## config.mk

```make
export PLATFORM = sky130hd
export DESIGN_NAME = elevator_dispatch_controller_top
export DESIGN_NICKNAME = d
export VERILOG_FILES = /design/src/rtl/edc_pkg.sv /design/src/rtl/edc_step.sv /design/src/rtl/elevator_dispatch_controller_top.sv
export SDC_FILE = /design/constraint.sdc
export NUM_CORES = 1
export LEC_CHECK = 0
export ABC_CLOCK_PERIOD_IN_PS = 7300
export BUFFER_PORTS_ARGS = -buffer_cell sky130_fd_sc_hd__buf_4
export CAP_MARGIN = 20
export CORE_ASPECT_RATIO = 0.9
export CORE_MARGIN = 2
export CORE_UTILIZATION = 65
export CTS_CLUSTER_DIAMETER = 50
export DETAILED_ROUTE_END_ITERATION = 12
export GPL_TIMING_DRIVEN = 1
export MAX_ROUTING_LAYER = met4
export PLACE_DENSITY = 0.86
export SYNTH_ARGS = -nofsm -noshare
export SYNTH_HDL_FRONTEND = slang
export SYNTH_SLANG_ARGS = --single-unit
```

## constraint.sdc

```tcl
create_clock -name i_clk -period 7.3 [get_ports i_clk]
set_input_delay 1.46 -clock i_clk [delete_from_list [all_inputs] [get_ports i_clk]]
set_output_delay 1.46 -clock i_clk [all_outputs]
set_load 0.01 [all_outputs]
```

## src/rtl/edc_pkg.sv

```systemverilog
// Types, constants and priority encoders for the elevator dispatch controller.
`timescale 1ns / 1ps

package edc_pkg;

    localparam int FLOOR_COUNT = 16;
    localparam int FLOOR_W     = 4;
    localparam int PEND_W      = 1 << FLOOR_W;
    localparam int SECS_W      = 4;
    localparam logic [FLOOR_W-1:0] TOP_FLOOR =
        (FLOOR_COUNT - 1 > PEND_W - 1) ? FLOOR_W'(PEND_W - 1) : FLOOR_W'(FLOOR_COUNT - 1);
    localparam logic [SECS_W-1:0] DOOR_SECS_LONG  = SECS_W'(10);
    localparam logic [SECS_W-1:0] DOOR_SECS_SHORT = SECS_W'(2);

    typedef enum logic [3:0] {
        OP_HALL_UP     = 4'd0,
        OP_HALL_DOWN   = 4'd1,
        OP_CAR_CALL    = 4'd2,
        OP_FLOOR_TICK  = 4'd3,
        OP_DOOR_CLOSED = 4'd4,
        OP_EMERGENCY   = 4'd5,
        OP_OPEN        = 4'd6,
        OP_CLOSE       = 4'd7,
        OP_OVERLOAD    = 4'd8,
        OP_NORMAL_LOAD = 4'd9
    } t_op;

    typedef enum logic [1:0] {
        MOTOR_NONE = 2'd0,
        MOTOR_UP   = 2'd1,
        MOTOR_DOWN = 2'd2,
        MOTOR_STOP = 2'd3
    } t_motor;

    typedef enum logic [1:0] {
        DOOR_NONE       = 2'd0,
        DOOR_OPEN_TIMED = 2'd1,
        DOOR_OPEN_HELD  = 2'd2,
        DOOR_CLOSE      = 2'd3
    } t_door;

    typedef enum logic [1:0] {
        DIR_STOP = 2'd0,
        DIR_UP   = 2'd1,
        DIR_DOWN = 2'd2
    } t_dir;

    typedef enum logic [1:0] {
        MSG_NONE     = 2'd0,
        MSG_LEAVE    = 2'd1,
        MSG_OVERLOAD = 2'd2,
        MSG_CLEAR    = 2'd3
    } t_msg;

    typedef enum logic [1:0] {
        ALERT_NONE      = 2'd0,
        ALERT_EMERGENCY = 2'd1,
        ALERT_FIRE      = 2'd2,
        ALERT_POWER     = 2'd3
    } t_alert;

    typedef enum logic [1:0] {
        KIND_GENERAL = 2'd0,
        KIND_FIRE    = 2'd1,
        KIND_POWER   = 2'd2
    } t_kind;

    // One input item
    typedef struct packed {
        t_op                op;
        logic [FLOOR_W-1:0] floor;
        logic [1:0]         kind;
        logic               door_is_closed;
        logic               overloaded;
        logic               hold_open;
    } t_item;

    // One result item
    typedef struct packed {
        t_motor             motor;
        t_door              door;
        logic [SECS_W-1:0]  door_secs;
        logic               bell;
        logic               arrived;
        logic               req_acc;
        logic               available;
        logic [FLOOR_W-1:0] floor_now;
        t_dir               dir;
        t_msg               msg;
        t_alert             alert;
    } t_result;

    // Car state carried from item to item
    typedef struct packed {
        logic [PEND_W-1:0]  pending;
        logic [FLOOR_W-1:0] car;
        logic [FLOOR_W-1:0] target;
        logic               target_valid;
        t_dir               heading;
        t_dir               motion;
        logic               emerg;
    } t_state;

    // Lowest set bit of the pending map, zero when empty
    function automatic logic [FLOOR_W-1:0] lowest_set(input logic [PEND_W-1:0] m);
        logic [FLOOR_W-1:0] idx;
        idx = '0;
        for (int i = PEND_W - 1; i >= 0; i--) begin
            if (m[i]) idx = FLOOR_W'(i);
        end
        return idx;
    endfunction

    // Highest set bit of the pending map, zero when empty
    function automatic logic [FLOOR_W-1:0] highest_set(input logic [PEND_W-1:0] m);
        logic [FLOOR_W-1:0] idx;
        idx = '0;
        for (int i = 0; i < PEND_W; i++) begin
            if (m[i]) idx = FLOOR_W'(i);
        end
        return idx;
    endfunction

endpackage

```

## src/rtl/edc_step.sv

```systemverilog
// Next-state and result logic for one elevator event.
`timescale 1ns / 1ps

module edc_step
    import edc_pkg::*;
(
    input  t_state  i_state,
    input  t_item   i_item,
    output t_state  o_state,
    output t_result o_result
);

    t_state             ns;
    t_result            res;
    logic [PEND_W-1:0]  f_bit;
    logic [PEND_W-1:0]  add_pend;
    logic [PEND_W-1:0]  arr_pend;
    logic [FLOOR_W-1:0] ahead_target;
    logic [FLOOR_W-1:0] car_step;
    logic               req_ok;
    logic               do_start;
    logic               start_closed;

    // Precompute request merge, next car floor and arrival clear
    always_comb begin
        f_bit        = PEND_W'(1) << i_item.floor;
        add_pend     = i_state.pending | f_bit;
        ahead_target = (i_state.heading == DIR_UP) ? lowest_set(add_pend)
                                                   : highest_set(add_pend);
        req_ok       = !i_state.emerg && (i_item.floor <= TOP_FLOOR);
        arr_pend     = i_state.pending & ~(PEND_W'(1) << i_state.target);
        if (i_state.motion == DIR_UP && i_state.car < TOP_FLOOR) begin
            car_step = i_state.car + FLOOR_W'(1);
        end else if (i_state.motion == DIR_DOWN && i_state.car != '0) begin
            car_step = i_state.car - FLOOR_W'(1);
        end else begin
            car_step = i_state.car;
        end
    end

    // Decode the event and update state
    always_comb begin
        ns           = i_state;
        res          = '0;
        do_start     = 1'b0;
        start_closed = i_item.door_is_closed;

        case (i_item.op)
            OP_HALL_UP, OP_HALL_DOWN: begin
                do_start = 1'b1;
                if (req_ok) begin
                    if (i_state.pending == '0) begin
                        if (i_item.floor == i_state.car) begin
                            if (i_state.motion == DIR_STOP) begin
                                res.door      = DOOR_OPEN_TIMED;
                                res.door_secs = DOOR_SECS_LONG;
                            end
                            res.arrived = 1'b1;
                        end else begin
                            ns.pending      = add_pend;
                            ns.target       = i_item.floor;
                            ns.target_valid = 1'b1;
                            ns.heading      = (i_item.floor > i_state.car) ? DIR_UP : DIR_DOWN;
                        end
                        res.req_acc = 1'b1;
                    end else if (i_item.op == OP_HALL_UP && i_state.heading == DIR_UP &&
                                 i_item.floor > i_state.car) begin
                        ns.pending      = add_pend;
                        ns.target       = ahead_target;
                        ns.target_valid = 1'b1;
                        res.req_acc     = 1'b1;
                    end else if (i_item.op == OP_HALL_DOWN && i_state.heading == DIR_DOWN &&
                                 i_item.floor < i_state.car) begin
                        ns.pending      = add_pend;
                        ns.target       = ahead_target;
                        ns.target_valid = 1'b1;
                        res.req_acc     = 1'b1;
                    end
                end
            end
            OP_CAR_CALL: begin
                do_start = 1'b1;
                if (req_ok && i_item.floor != i_state.car) begin
                    if (i_state.pending == '0) begin
                        ns.pending      = add_pend;
                        ns.target       = i_item.floor;
                        ns.target_valid = 1'b1;
                        ns.heading      = (i_item.floor > i_state.car) ? DIR_UP : DIR_DOWN;
                    end else if ((i_state.heading == DIR_UP && i_item.floor > i_state.car) ||
                                 (i_state.heading == DIR_DOWN && i_item.floor < i_state.car)) begin
                        ns.pending      = add_pend;
                        ns.target       = ahead_target;
                        ns.target_valid = 1'b1;
                    end
                end
            end
            OP_FLOOR_TICK: begin
                ns.car = car_step;
                // Arrival: stop, ring, open and pick the next stop
                if (i_state.target_valid && car_step == i_state.target) begin
                    res.motor  = MOTOR_STOP;
                    ns.motion  = DIR_STOP;
                    ns.pending = arr_pend;
                    if (arr_pend == '0) begin
                        ns.heading      = DIR_STOP;
                        ns.target_valid = 1'b0;
                        ns.target       = '0;
                        res.available   = 1'b1;
                    end else if (i_state.heading == DIR_UP) begin
                        ns.target = lowest_set(arr_pend);
                    end else if (i_state.heading == DIR_DOWN) begin
                        ns.target = highest_set(arr_pend);
                    end
                    res.bell = 1'b1;
                    if (i_state.emerg) begin
                        res.door = DOOR_OPEN_HELD;
                        res.msg  = MSG_LEAVE;
                    end else begin
                        res.door      = DOOR_OPEN_TIMED;
                        res.door_secs = DOOR_SECS_LONG;
                    end
                    res.arrived = 1'b1;
                end
            end
            OP_DOOR_CLOSED: begin
                res.bell     = 1'b1;
                do_start     = 1'b1;
                start_closed = 1'b1;
            end
            OP_EMERGENCY: begin
                case (t_kind'(i_item.kind))
                    KIND_GENERAL: res.alert = ALERT_EMERGENCY;
                    KIND_FIRE:    res.alert = ALERT_FIRE;
                    KIND_POWER:   res.alert = ALERT_POWER;
                    default:      res.alert = ALERT_NONE;
                endcase
                ns.emerg = 1'b1;
                if (i_state.motion == DIR_STOP) begin
                    res.door = DOOR_OPEN_HELD;
                    res.msg  = MSG_LEAVE;
                end else begin
                    // Drop all requests and head for the next floor
                    ns.pending = '0;
                    if (i_state.motion == DIR_UP) begin
                        ns.target = (i_state.car < TOP_FLOOR) ? i_state.car + FLOOR_W'(1)
                                                              : i_state.car;
                    end else begin
                        ns.target = (i_state.car != '0) ? i_state.car - FLOOR_W'(1) : '0;
                    end
                    ns.target_valid = 1'b1;
                end
            end
            OP_OPEN: begin
                if (i_state.motion == DIR_STOP) begin
                    if (i_item.hold_open) begin
                        res.door = DOOR_OPEN_HELD;
                    end else begin
                        res.door      = DOOR_OPEN_TIMED;
                        res.door_secs = DOOR_SECS_LONG;
                    end
                end
            end
            OP_CLOSE: begin
                if (i_state.motion == DIR_STOP && !i_item.overloaded && !i_state.emerg) begin
                    res.door = DOOR_CLOSE;
                    res.msg  = MSG_CLEAR;
                end
            end
            OP_OVERLOAD: begin
                if (i_state.motion == DIR_STOP && !i_state.emerg) begin
                    res.door = DOOR_OPEN_HELD;
                    res.msg  = MSG_OVERLOAD;
                end
            end
            OP_NORMAL_LOAD: begin
                if (i_state.motion == DIR_STOP) begin
                    res.door      = DOOR_OPEN_TIMED;
                    res.door_secs = DOOR_SECS_SHORT;
                end
            end
            default: begin
            end
        endcase

        // Start a stopped car once the door is shut and a stop is pending
        if (do_start && ns.motion == DIR_STOP && ns.target_valid && start_closed) begin
            if (ns.heading == DIR_UP) begin
                ns.motion = DIR_UP;
                res.motor = MOTOR_UP;
            end else begin
                ns.motion = DIR_DOWN;
                res.motor = MOTOR_DOWN;
            end
        end

        res.floor_now = ns.car;
        res.dir       = ns.heading;
    end

    assign o_state  = ns;
    assign o_result = res;

endmodule

```

## src/rtl/elevator_dispatch_controller_top.sv

```systemverilog
// Top level of the single-car elevator dispatch controller.
`timescale 1ns / 1ps
// Usage:
//   Input channel: i_valid with payload i_operation, i_floor, i_emergency_kind,
//   i_door_is_closed, i_overloaded, i_hold_open; o_stall pushes back. An item
//   is taken at a clock edge with i_valid high and o_stall low.
//   Output channel: o_valid with one result item per input item; the receiver
//   holds i_stall high to keep the result on the ports unchanged.
//   An item taken is held in the input register; its result shows once it has
//   moved on into the output register.
//   Throughput: one item per cycle while the output side is not stalled. The car
//   state is read and written by the combinational update between the two
//   registers, so each item sees the state left by the one before it with no bubble.
//   Stall: while the output register is full and stalled, an item in the input
//   register waits there and o_stall rises; with the input register free one
//   more item is still taken.
//   Reset (i_rst_n low, synchronous): both registers empty, no requests, car at
//   floor 0, stopped, emergency latch clear. The latch is cleared only by reset.

module elevator_dispatch_controller_top
    import edc_pkg::*;
(
    input  logic               i_clk,
    input  logic               i_rst_n,
    input  logic               i_valid,
    output logic               o_stall,
    input  logic [3:0]         i_operation,
    input  logic [FLOOR_W-1:0] i_floor,
    input  logic [1:0]         i_emergency_kind,
    input  logic               i_door_is_closed,
    input  logic               i_overloaded,
    input  logic               i_hold_open,
    output logic               o_valid,
    input  logic               i_stall,
    output logic [1:0]         o_motor_cmd,
    output logic [1:0]         o_door_cmd,
    output logic [SECS_W-1:0]  o_door_seconds,
    output logic               o_bell,
    output logic               o_arrived,
    output logic               o_request_accepted,
    output logic               o_available,
    output logic [FLOOR_W-1:0] o_floor_now,
    output logic [1:0]         o_travel_direction,
    output logic [1:0]         o_message,
    output logic [1:0]         o_alert
);

    t_item   r_in;
    logic    r_in_vld;
    t_result r_out;
    logic    r_out_vld;
    t_state  r_state;
    t_state  n_state;
    t_result n_result;
    logic    w_adv;
    logic    w_in_acc;

    // Output register frees up when empty or being taken
    assign w_adv    = !r_out_vld || !i_stall;
    assign o_stall  = r_in_vld && !w_adv;
    assign w_in_acc = i_valid && !o_stall;

    edc_step u_step (
        .i_state  (r_state),
        .i_item   (r_in),
        .o_state  (n_state),
        .o_result (n_result)
    );

    // Control: valid flags and car state
    always_ff @(posedge i_clk) begin
        if (!i_rst_n) begin
            r_in_vld  <= 1'b0;
            r_out_vld <= 1'b0;
            r_state   <= '0;
        end else begin
            if (w_in_acc) begin
                r_in_vld <= 1'b1;
            end else if (w_adv) begin
                r_in_vld <= 1'b0;
            end
            if (w_adv) begin
                r_out_vld <= r_in_vld;
                if (r_in_vld) begin
                    r_state <= n_state;
                end
            end
        end
    end

    // Payload: capture the item and the result
    always_ff @(posedge i_clk) begin
        if (w_in_acc) begin
            r_in.op             <= t_op'(i_operation);
            r_in.floor          <= i_floor;
            r_in.kind           <= i_emergency_kind;
            r_in.door_is_closed <= i_door_is_closed;
            r_in.overloaded     <= i_overloaded;
            r_in.hold_open      <= i_hold_open;
        end
        if (w_adv && r_in_vld) begin
            r_out <= n_result;
        end
    end

    assign o_valid            = r_out_vld;
    assign o_motor_cmd        = r_out.motor;
    assign o_door_cmd         = r_out.door;
    assign o_door_seconds     = r_out.door_secs;
    assign o_bell             = r_out.bell;
    assign o_arrived          = r_out.arrived;
    assign o_request_accepted = r_out.req_acc;
    assign o_available        = r_out.available;
    assign o_floor_now        = r_out.floor_now;
    assign o_travel_direction = r_out.dir;
    assign o_message          = r_out.msg;
    assign o_alert            = r_out.alert;

endmodule

```

==> flow_summary.json, run 1 <==
{
  "ys_warn_count": 0,
  "cts_resized": 0,
  "clock_path_buffers": 2,
  "vias_per_cell": 7.234,
  "p_seq_share_pct": 46.8,
  "ys_seq_area_share_pct": 33.36,
  "worstSetupPathType": "reg2reg",
  "finalSetupTns_ns": 0,
  "p_int_uw": 609.4,
  "ys_seq_elements": 65,
  "final_area_um2": 5278,
  "grt_pass1_vias": 4656,
  "area.sequential_um2": 1632,
  "worstHoldStart": "r_in_vld",
  "drtIter0Drc": 770,
  "p_sw_share_pct": 33.71,
  "nets": 629,
  "stdcell_count": 701,
  "critPathRequiredTime_ns": 7.55,
  "start_util_pct": 68.08,
  "fmax_mhz": 235.1,
  "route.detailed.drc": 0,
  "maxSlewHeadroom_pct": 14.29,
  "netlist_instances": 594,
  "status": "finished, final reports clean",
  "post_cts_buffers": 0,
  "crit_path_max_fanout": 33,
  "ios": 41,
  "multi_input_area_um2": 2998,
  "area_delta_synth_final_pct": 7.905,
  "async_flop_share_pct": 0,
  "cts_made_buffers": 9,
  "clkSinkCount": 65,
  "core-area_um2": 7184,
  "setup_viol": 0,
  "dpl.hpwl_um": 10490,
  "power_density_nw_per_um2": 174.2,
  "cts.htree.levels": 3,
  "die_width_um": 95.44,
  "p_comb_share_pct": 23.6,
  "worstSetupStartpointType": "register",
  "floorplan.rows": 29,
  "hold_viol": 0,
  "r2r_cells": 10,
  "die-area_um2": 8235,
  "synth_edf_count": 33,
  "clockRootBuffer": "clkbuf_8",
  "hold_depth": 2,
  "timing.rr.start": "r_state[10]",
  "hp-class": "reg2reg",
  "clkPwrFrac_pct": 29.5,
  "ys.flop_type": "edfxtp_1",
  "synthesis.area_um2": 4891,
  "synth_common_cells": "nand2_1 (51), o21ai_0 (50), nor2_1 (47), a21oi_1 (40), edfxtp_1 (33)",
  "antenna_found_initial": 0,
  "firstDrtPassIters": 5,
  "r2r_end": "r_state[7]",
  "fill_cells": 558,
  "grt_overflow": 0,
  "peakVddDrop_mv": 0.1491,
  "antenna_left": 0,
  "wl_um": 14800,
  "track_usage_pct": 38.54,
  "tightest_slew_ns": 1.286,
  "post_drt_wl_per_cell_um": 21.11,
  "rsz0062_at_grt": "no",
  "path_clk_slew_ns": 0.08,
  "min_to": "o_valid",
  "drive_above_1_share_pct": 14.14,
  "holdBufCountCts": 0,
  "synth_top_family_by_area": "compound AO/OA/AOI/OAI gates",
  "end_kind": "register",
  "finalCriticalPeriod_ns": 4.253,
  "die_h_um": 86.29,
  "cts_tree": "built",
  "leakage_uw": 0.001948,
  "post-synth-top-area-cell": "edfxtp_1",
  "p_sw_uw": 309.9,
  "fin_ws_ns": 3.047,
  "yosys.area_share.xor_xnor_pct": 1.970,
  "dpl_worst_slack_ns": 2.803,
  "rrSetupSlack_ns": 3.05,
  "synth_area_leaders": "edfxtp_1 (20%), dfxtp_1 (13%), o21ai_0 (5.1%)",
  "yosysTopAreaCellShare_pct": 20.26,
  "muxShareOfSynthArea_pct": 1.714,
  "placed_cell_area_um2": 5114,
  "yosys.area_share.simple_pct": 24.00,
  "routed-via-count": 5071,
  "grt_pass1_wl_um": 23600,
  "synthDistinctLibCells": 81,
  "max-cap-violations": 0,
  "fin_skew_ns": 0.01473,
  "synth_most_common_cell": "nand2_1",
  "port_buffers": 38,
  "synth-compound-area-share_pct": 31.16,
  "min_period_over_period_pct": 58.26,
  "dp.cells": 685,
  "gp_congestion": 1.016,
  "crit_arrival_ns": 4.50,
  "clk_latency_ns": 0.35,
  "grt_max_degree": 34,
  "diodes": 0,
  "slew_violations": 0,
  "syn_avg_cell_area_um2": 8.234,
  "synth_fa_ha_area_share_pct": 2.302
}
-- sequential cells by signal, summed over array words and instances, names as in the netlist --
signal	cells
o_arrived	1
o_door_cmd	2
o_request_accepted	1
r_state	30
o_floor_now	4
o_available	1
o_bell	1
o_door_seconds	2
o_travel_direction	2
o_motor_cmd	2
r_in_vld	1
o_valid	1
r_in	13
o_alert	2
o_message	2
-- final cells by class --
type                       instances  share of cell area, %
multi-input combinational        468                  56.80
sequential                        65                  30.92
timing repair buffer              39                  5.548
clock buffer                      11                  2.489
tap                               93                  2.205
inverter                          20                  1.422
clock inverter                     5                 0.6164
-- worst max-delay path, stage by stage, from the launching register on --
cell and delay (ns):
dfxtp_1 0.58, inv_1 0.14, ha_1 0.27, nor3b_2 0.20, or3_1 0.35, o211ai_1 0.15
xor2_1 0.16, or4_4 0.64, a221oi_4 1.06, o2111ai_1 0.29, o221a_2 0.31
-- cell usage in the layout (no fill, tap or decap), types with 5 or more instances in the layout --
master    instances
a31oi_1          13
xnor2_1           7
nor3_1           18
buf_4            39
mux2i_1           5
ha_1              9
a211oi_1         11
clkbuf_8          9
inv_1            19
o21ai_1           5
nand2b_1         15
dfxtp_1          32
or2_2             5
or3_1             6
o21ai_0          50
o211ai_1          8
and3_1            5
nor2b_1          14
and2_1            7
nor2_1           47
edfxtp_1         33
nand2_1          51
a21oi_1          40
o211a_1           7
a31o_2            5
nand4_1           8
o22ai_1           5
nand3_1          14
o221ai_1          9
o21a_1            6
-- power by group through the flow --
stage / registers, uW / logic (uW) / clock network [uW]
finish: 431 / 217 / 271
global route: 432 / 235 / 285
CTS: 429 / 210 / 269
detailed placement: 437 / 208 / 0
global placement: 435 / 204 / 0
floorplan: 422 / 162 / 0
-- stage by stage --
stage	power (uW)	util [%]	hold slack [ns]
final	919.3	73.46	0.5228
after global routing	951.8	73.46	0.5595
after CTS	907.6	73.46	0.5278
after detailed placement	644.6	71.18	0.5002
after global placement	639.0	71.18	0.4813
after floorplan	583.4	-	0.4502
-- logic make-up (layout without fill, tap and decap cells) --
group                    after synthesis  after routing
buffers and inverters                 62             75
flip-flops                            65             65
XOR/XNOR                              11             11
adder cells (fa/ha/maj)                9              9
AO/OA/AOI/OAI                        217            217
multiplexers                           8              8
AND/OR/NAND/NOR                      221            221
other                                  1              2
-- worst max-delay path by stage --
stage	start	end	slack, ns	depth (start not counted)
2_1_floorplan	i_stall	r_state[7]	3.98	7
3_3_place_gp	i_stall	r_state[7]	3.00	8
3_5_place_dp	i_stall	r_state[7]	2.80	8
4_1_cts	r_state[10]	r_state[7]	3.16	10
5_1_grt	i_stall	r_state[7]	2.82	8
6_report	r_state[10]	r_state[7]	3.05	10
-- per-layer routing --
layer,vias up,global-route usage (%),routed length (um)
li1,2278,-,-
met1,2381,53.43,6015
met2,372,55.38,6510
met3,40,10.61,1993
met4,0,11.43,277
met5,-,-,0
Power figures use the tool's default switching activity.
==> run 2, diff against run 1 <==
--- a/config.mk
+++ b/config.mk
@@ -5,17 +5,18 @@
 export SDC_FILE = /design/constraint.sdc
 export NUM_CORES = 1
 export LEC_CHECK = 0
-export ABC_CLOCK_PERIOD_IN_PS = 7300
+export ABC_AREA = 1
+export ABC_CLOCK_PERIOD_IN_PS = 4200
 export BUFFER_PORTS_ARGS = -buffer_cell sky130_fd_sc_hd__buf_4
 export CAP_MARGIN = 20
 export CORE_ASPECT_RATIO = 0.9
 export CORE_MARGIN = 2
-export CORE_UTILIZATION = 65
+export CORE_UTILIZATION = 60
 export CTS_CLUSTER_DIAMETER = 50
 export DETAILED_ROUTE_END_ITERATION = 12
 export GPL_TIMING_DRIVEN = 1
 export MAX_ROUTING_LAYER = met4
-export PLACE_DENSITY = 0.86
+export PLACE_DENSITY = 0.8
 export SYNTH_ARGS = -nofsm -noshare
 export SYNTH_HDL_FRONTEND = slang
 export SYNTH_SLANG_ARGS = --single-unit
==> constraint.sdc (replaced) <==
create_clock -name i_clk -period 4.2 [get_ports i_clk]
set_input_delay 0.84 -clock i_clk [delete_from_list [all_inputs] [get_ports i_clk]]
set_output_delay 0.84 -clock i_clk [all_outputs]
set_load 0.01 [all_outputs]
==> run 2 against run 1 <==
Critical path depth is 8 higher. Flip-flop and latch count did not move. Sequential share of layout area is 1.4 points higher. Largest cell class unchanged.
==> flow_summary.json, run 2 <==
{
  "status": "finished, final reports clean",
  "largest_reg_flops": 30,
  "yosysTopAreaCellShare_pct": 22.10,
  "start_util_pct": 62.73,
  "final_cell_mix": "nand2_1 (143), inv_1 (80), nor2_1 (57)",
  "critPathRequiredTime_ns": 4.44,
  "post_cts_buffers": 0,
  "syn_avg_cell_area_um2": 7.129,
  "clockRootBuffer": "clkbuf_8",
  "hp-class": "reg2reg",
  "cts_resized": 0,
  "worst-path-buf-inv": 2,
  "setup_viol": 0,
  "fin_skew_ns": 0.01293,
  "worstSetupStartpointType": "register",
  "ios": 41,
  "worstSetupPathType": "reg2reg",
  "cts_made_buffers": 9,
  "core-area_um2": 7148,
  "vias_per_cell": 6.016,
  "track_usage_pct": 32.69,
  "synth_edf_count": 33,
  "synth_area_leaders": "edfxtp_1 (22%), dfxtp_1 (14%), nand2_1 (12%)",
  "synthesis.area_um2": 4484,
  "drive_above_1_share_pct": 16.32,
  "route.detailed.drc": 0,
  "post-synth-top-area-cell": "edfxtp_1",
  "path_clk_slew_ns": 0.07,
  "wl_um": 12370,
  "routed-via-count": 4578,
  "max-cap-violations": 0,
  "gp_congestion": 0.9503,
  "post_drt_wl_per_cell_um": 16.26,
  "end_kind": "register",
  "final_common_cell": "nand2_1",
  "fmax_mhz": 322.8,
  "min_period_over_period_pct": 73.77,
  "slowest_delay_ns": 0.52,
  "grt_max_degree": 34,
  "clkSinkCount": 65,
  "synthDistinctLibCells": 50,
  "ys_seq_elements": 65,
  "fill_cells": 574,
  "diodes": 0,
  "antenna_left": 0,
  "holdBufCountCts": 0,
  "hold_viol": 0,
  "async_flop_share_pct": 0,
  "synth_most_common_cell": "nand2_1",
  "firstDrtPassIters": 6,
  "die_width_um": 95.13,
  "power_uw": 1812,
  "peakVddDrop_mv": 0.2272,
  "port_buffers": 38,
  "nets": 689,
  "grt_pass1_wl_um": 19870,
  "finalSetupTns_ns": 0,
  "slew_violations": 0,
  "crit_chain": "inv_2 -> ha_1 -> nand3_2 -> nand3_2 -> inv_2 -> nand2_1 -> o211ai_1 -> nand2_1 -> nand2_1 -> nand2_1 -> nor2_2 -> nand2_2 -> nand2_1 -> nand2_2 -> nor2_4 -> nand2_1 -> a21oi_1 -> a21oi_1",
  "area_delta_synth_final_pct": 12.53,
  "cts.htree.levels": 3,
  "cpMostUsedCell": "nand2_1",
  "slowest_stage": "dfxtp_1",
  "die-area_um2": 8182,
  "ys_warn_count": 0,
  "clock_path_buffers": 2,
  "die_h_um": 86.02,
  "crit_family": "simple AND/OR/NAND/NOR gates",
  "tightest_slew_ns": 1.073,
  "crit_path_max_fanout": 33,
  "crit_arrival_ns": 3.34,
  "maxSlewHeadroom_pct": 28.42,
  "clk_latency_ns": 0.36,
  "drtIter0Drc": 543,
  "rsz0062_at_grt": "no",
  "ys.flop_type": "edfxtp_1",
  "cts_tree": "built",
  "synth_common_cells": "nand2_1 (143), inv_1 (80), nor2_1 (57), o21ai_0 (41)",
  "finalCriticalPeriod_ns": 3.098,
  "grt_overflow": 0,
  "grt_pass1_vias": 4127,
  "leakage_uw": 0.002289,
  "ys_seq_area_share_pct": 36.38,
  "regMostFlops": "r_state",
  "dpl.hpwl_um": 9307,
  "floorplan.rows": 29,
  "antenna_found_initial": 0,
  "power_density_nw_per_um2": 359.1,
  "netlist_instances": 629
}
-- run 2: changes by cell type after synthesis, sizes merged, moves of 9 or more --
cell | previous run | this run
a211oi | 13 | 1
a31oi | 13 | 1
o22ai | 5 | 18
nand2 | 51 | 154
nor2b | 14 | 0
o221ai | 9 | 0
nor3 | 18 | 5
clkbuf | 26 | 5
inv | 19 | 93
nand3 | 14 | 46
nor2 | 49 | 69
nand2b | 15 | 0
-- run 2: routing by layer --
metal / GRT usage, % / share of wire (%)
met2: 45.65 / 43
met3: 9.051 / 11
met1: 46.76 / 45
met4: 8.300 / 1.2
met5: - / 0
-- run 2: worst register-to-register path: stages, from the launching register on --
cell      delay [ns]
dfxtp_1         0.52
inv_2           0.11
ha_1            0.26
nand3_2         0.11
nand3_2         0.12
inv_2           0.13
nand2_1         0.06
o211ai_1        0.11
nand2_1         0.12
nand2_1         0.08
nand2_1         0.08
nor2_2          0.16
nand2_2         0.12
nand2_1         0.09
nand2_2         0.33
nor2_4          0.31
nand2_1         0.08
a21oi_1         0.14
a21oi_1         0.09
-- run 2: final timing paths --
path	start	slack, ns	to	cells past startpoint
worst min-delay path	r_in_vld	0.51	o_valid	2
worst min register to register	r_in_vld	0.51	o_valid	2
worst max-delay path	r_state[10]	1.10	r_state[6]	18
worst max register to register	r_state[10]	1.10	r_state[6]	18
-- run 2: cell families after synthesis --
logic type | count (synthesis) | synth area share (%)
buf+inv | 112 | 10.21
compound gates | 148 | 19.50
xor+xnor | 5 | 0.9765
simple gates | 289 | 30.33
flops | 65 | 36.38
fa+ha+maj | 9 | 2.511
other cells | 1 | 0.08363
-- run 2: where the power goes --
| part | switching, uW | internal [uW] |
|---|---|---|
| Clock | 264 | 394 |
| Combinational | 280 | 141 |
| Sequential | 31.2 | 702 |
| Total | 575 | 1240 |
-- run 2: cell type report --
| class | instances | area (um2) | area share (%) |
|---|---|---|---|
| Clock inverter | 7 | 117.6 | 2.331 |
| Clock buffer | 9 | 123.9 | 2.455 |
| Tap cell | 93 | 116.4 | 2.306 |
| Timing Repair Buffer | 40 | 300.3 | 5.951 |
| Multi-Input combinational cell | 453 | 2399 | 47.53 |
| Sequential cell | 65 | 1632 | 32.33 |
| Inverter | 94 | 357.8 | 7.091 |
-- run 2: metrics by stage --
step           setup WS [ns]  instances  hold WS (ns)  area, um2  utilization [%]
5_1_grt               0.8018        761        0.5312       5046            70.59
4_1_cts                1.201        761        0.5073       5046            70.59
6_report               1.102        761        0.5147       5046            70.59
3_3_place_gp           1.117        745        0.4827       4805            67.22
2_1_floorplan          1.348        630        0.4558       4488                -
3_5_place_dp           1.008        745        0.4944       4805            67.22
==> run 3, diff against run 2 <==
--- a/config.mk
+++ b/config.mk
@@ -6,7 +6,7 @@
 export NUM_CORES = 1
 export LEC_CHECK = 0
 export ABC_AREA = 1
-export ABC_CLOCK_PERIOD_IN_PS = 4200
+export ABC_CLOCK_PERIOD_IN_PS = 3000
 export BUFFER_PORTS_ARGS = -buffer_cell sky130_fd_sc_hd__buf_4
 export CAP_MARGIN = 20
 export CORE_ASPECT_RATIO = 0.9
==> constraint.sdc (replaced) <==
create_clock -name i_clk -period 3 [get_ports i_clk]
set_input_delay 0.6 -clock i_clk [delete_from_list [all_inputs] [get_ports i_clk]]
set_output_delay 0.6 -clock i_clk [all_outputs]
set_load 0.01 [all_outputs]
==> run 3 against run 2 <==
Register-to-register slack worse by 0.87 ns. Non-clock buffer count up 13. Design area up 1.4%. Sequential share of layout area down 0.43 points. First-iteration DRC count down 6.4%. Critical path depth down 1. Combinational power up 46%. Flip-flop and latch count unchanged. Worst setup slack worse by 0.87 ns. Global-route usage up 0.90 points. Critical endpoint is now r_state[14]. Largest cell class unchanged. Largest power group unchanged.
==> flow_summary.json, run 3 (same netlist as run 2, synthesis figures left out) <==
{
  "worstSetupPathType": "reg2reg",
  "cp-startpoint": "r_state[13]",
  "largest_reg_flops": 30,
  "final_area_um2": 5117,
  "max-cap-violations": 0,
  "final_common_cell": "nand2_1",
  "path_clk_slew_ns": 0.08,
  "rsz0062_at_grt": "no",
  "clock_path_buffers": 2,
  "crit_chain": "inv_2 -> ha_1 -> nand2_1 -> inv_1 -> nand2_1 -> and3_1 -> nor2_1 -> nand2_1 -> nand3_1 -> nand3_1 -> nand2_1 -> nand2_1 -> nor2_1 -> nand2_2 -> buf_12 -> a311oi_1 -> nor2_1",
  "area_delta_synth_final_pct": 14.12,
  "timing.rr.start": "r_state[13]",
  "critPathRequiredTime_ns": 3.25,
  "ios": 41,
  "track_usage_pct": 33.58,
  "die-area_um2": 8182,
  "status": "finished, final reports clean",
  "slowest_stage": "dfxtp_1",
  "maxSlewHeadroom_pct": 42.62,
  "multi_input_area_um2": 2406,
  "antenna_found_initial": 0,
  "regMostFlops": "r_state",
  "floorplan.rows": 29,
  "finalSetupTns_ns": 0,
  "diodes": 0,
  "r2r_cells": 17,
  "clockRootBuffer": "clkbuf_8",
  "peakVddDrop_mv": 0.3050,
  "fmax_mhz": 361.5,
  "clk_latency_ns": 0.36,
  "placed_cell_area_um2": 4892,
  "leakage_uw": 0.002330,
  "cts.htree.levels": 3,
  "grt_pass1_wl_um": 20380,
  "power_density_nw_per_um2": 466.8,
  "fill_cells": 597,
  "hold_depth": 1,
  "min_period_over_period_pct": 92.20,
  "worst-path-buf-inv": 3,
  "min_to": "r_in[2]",
  "vias_per_cell": 5.925,
  "wl_um": 12800,
  "end_kind": "register",
  "tightest_slew_ns": 0.8496,
  "die_width_um": 95.13,
  "dpl.hpwl_um": 9733,
  "grt_overflow": 0,
  "fin_skew_ns": 0.01504,
  "crit_path_max_fanout": 32,
  "antenna_left": 0,
  "slew_violations": 0,
  "gp_congestion": 0.9465,
  "r2r_end": "r_state[14]",
  "cts_tree": "built",
  "rrSetupSlack_ns": 0.23,
  "crit_arrival_ns": 3.01,
  "setup_viol": 0,
  "post_drt_wl_per_cell_um": 16.53,
  "grt_max_degree": 33,
  "cts_made_buffers": 9,
  "drive_above_1_share_pct": 18.06,
  "crit_family": "simple AND/OR/NAND/NOR gates",
  "clkSinkCount": 65,
  "start_util_pct": 62.73,
  "final_cell_mix": "nand2_1 (143), inv_1 (80), nor2_1 (57)",
  "finalCriticalPeriod_ns": 2.766,
  "die_h_um": 86.02,
  "drtIter0Drc": 508,
  "slowest_delay_ns": 0.46,
  "route.detailed.drc": 0,
  "port_buffers": 38,
  "hold_viol": 0,
  "nets": 702,
  "worstSetupStartpointType": "register",
  "worstHoldStart": "i_door_is_closed",
  "cpMostUsedCell": "nand2_1",
  "area.sequential_um2": 1633,
  "core-area_um2": 7148,
  "grt_pass1_vias": 4167,
  "holdBufCountCts": 0,
  "routed-via-count": 4586,
  "final_util_pct": 71.59,
  "firstDrtPassIters": 5,
  "hp-class": "in2reg"
}
==> run 3: cell types whose count changed in the layout (fill, tap and decap cells not counted) <==
cell and change:
buf_4 +12, dfxtp_2 +1, buf_12 +1, clkinv_2 +1, dfxtp_1 -1, clkinvlp_4 +1
bufinv_16 -2, o21ai_2 -1, o21ai_4 +1
==> run 3: timing repair <==
action,in CTS,in global routing
endpoints found under the setup margin,0,7
resized for setup,0,2
buffers inserted,0,3
==> run 3: how the worst max path moves through the flow <==
stage / end / slack, ns / depth (start not counted)
6_report: r_state[14] / 0.23 / 17
5_1_grt: r_state[8] / 0.02 / 17
4_1_cts: o_motor_cmd[0] / 0.27 / 16
3_5_place_dp: o_motor_cmd[0] / 0.28 / 16
3_3_place_gp: o_motor_cmd[0] / 0.31 / 16
2_1_floorplan: r_state[14] / 0.39 / 11
==> run 3: report_power, final <==
group | switching [uW] | internal (uW)
combinational | 404 | 210
sequential | 40.1 | 983
clock | 370 | 382
==> run 3: layout make-up <==
cell class                      instances  share of cell area, %
Clock buffer                            9                  2.421
Clock inverter                          7                  1.369
Inverter                               94                  6.993
Multi-Input combinational cell        453                  47.02
Sequential cell                        65                  31.91
Tap cell                               93                  2.274
Timing Repair Buffer                   53                  8.020
==> run 3: per-layer routing <==
layer  global-route usage, %  routed length [um]
met1                   47.47                5775
met3                   9.666                1364
met5                       -                   0
met2                   46.99                5496
met4                   8.959                 161
==> run 3: metrics by stage <==
| step | power [uW] | instances | worst slack [ns] | hold WS (ns) |
|---|---|---|---|---|
| global route | 2500 | 774 | 0.02208 | 0.4087 |
| finish | 2389 | 774 | 0.2340 | 0.4157 |
| detailed placement | 1633 | 755 | 0.2837 | 0.4955 |
| CTS | 2372 | 771 | 0.2683 | 0.4145 |
| global placement | 1621 | 755 | 0.3117 | 0.4826 |
| floorplan | 1469 | 630 | 0.3880 | 0.4558 |
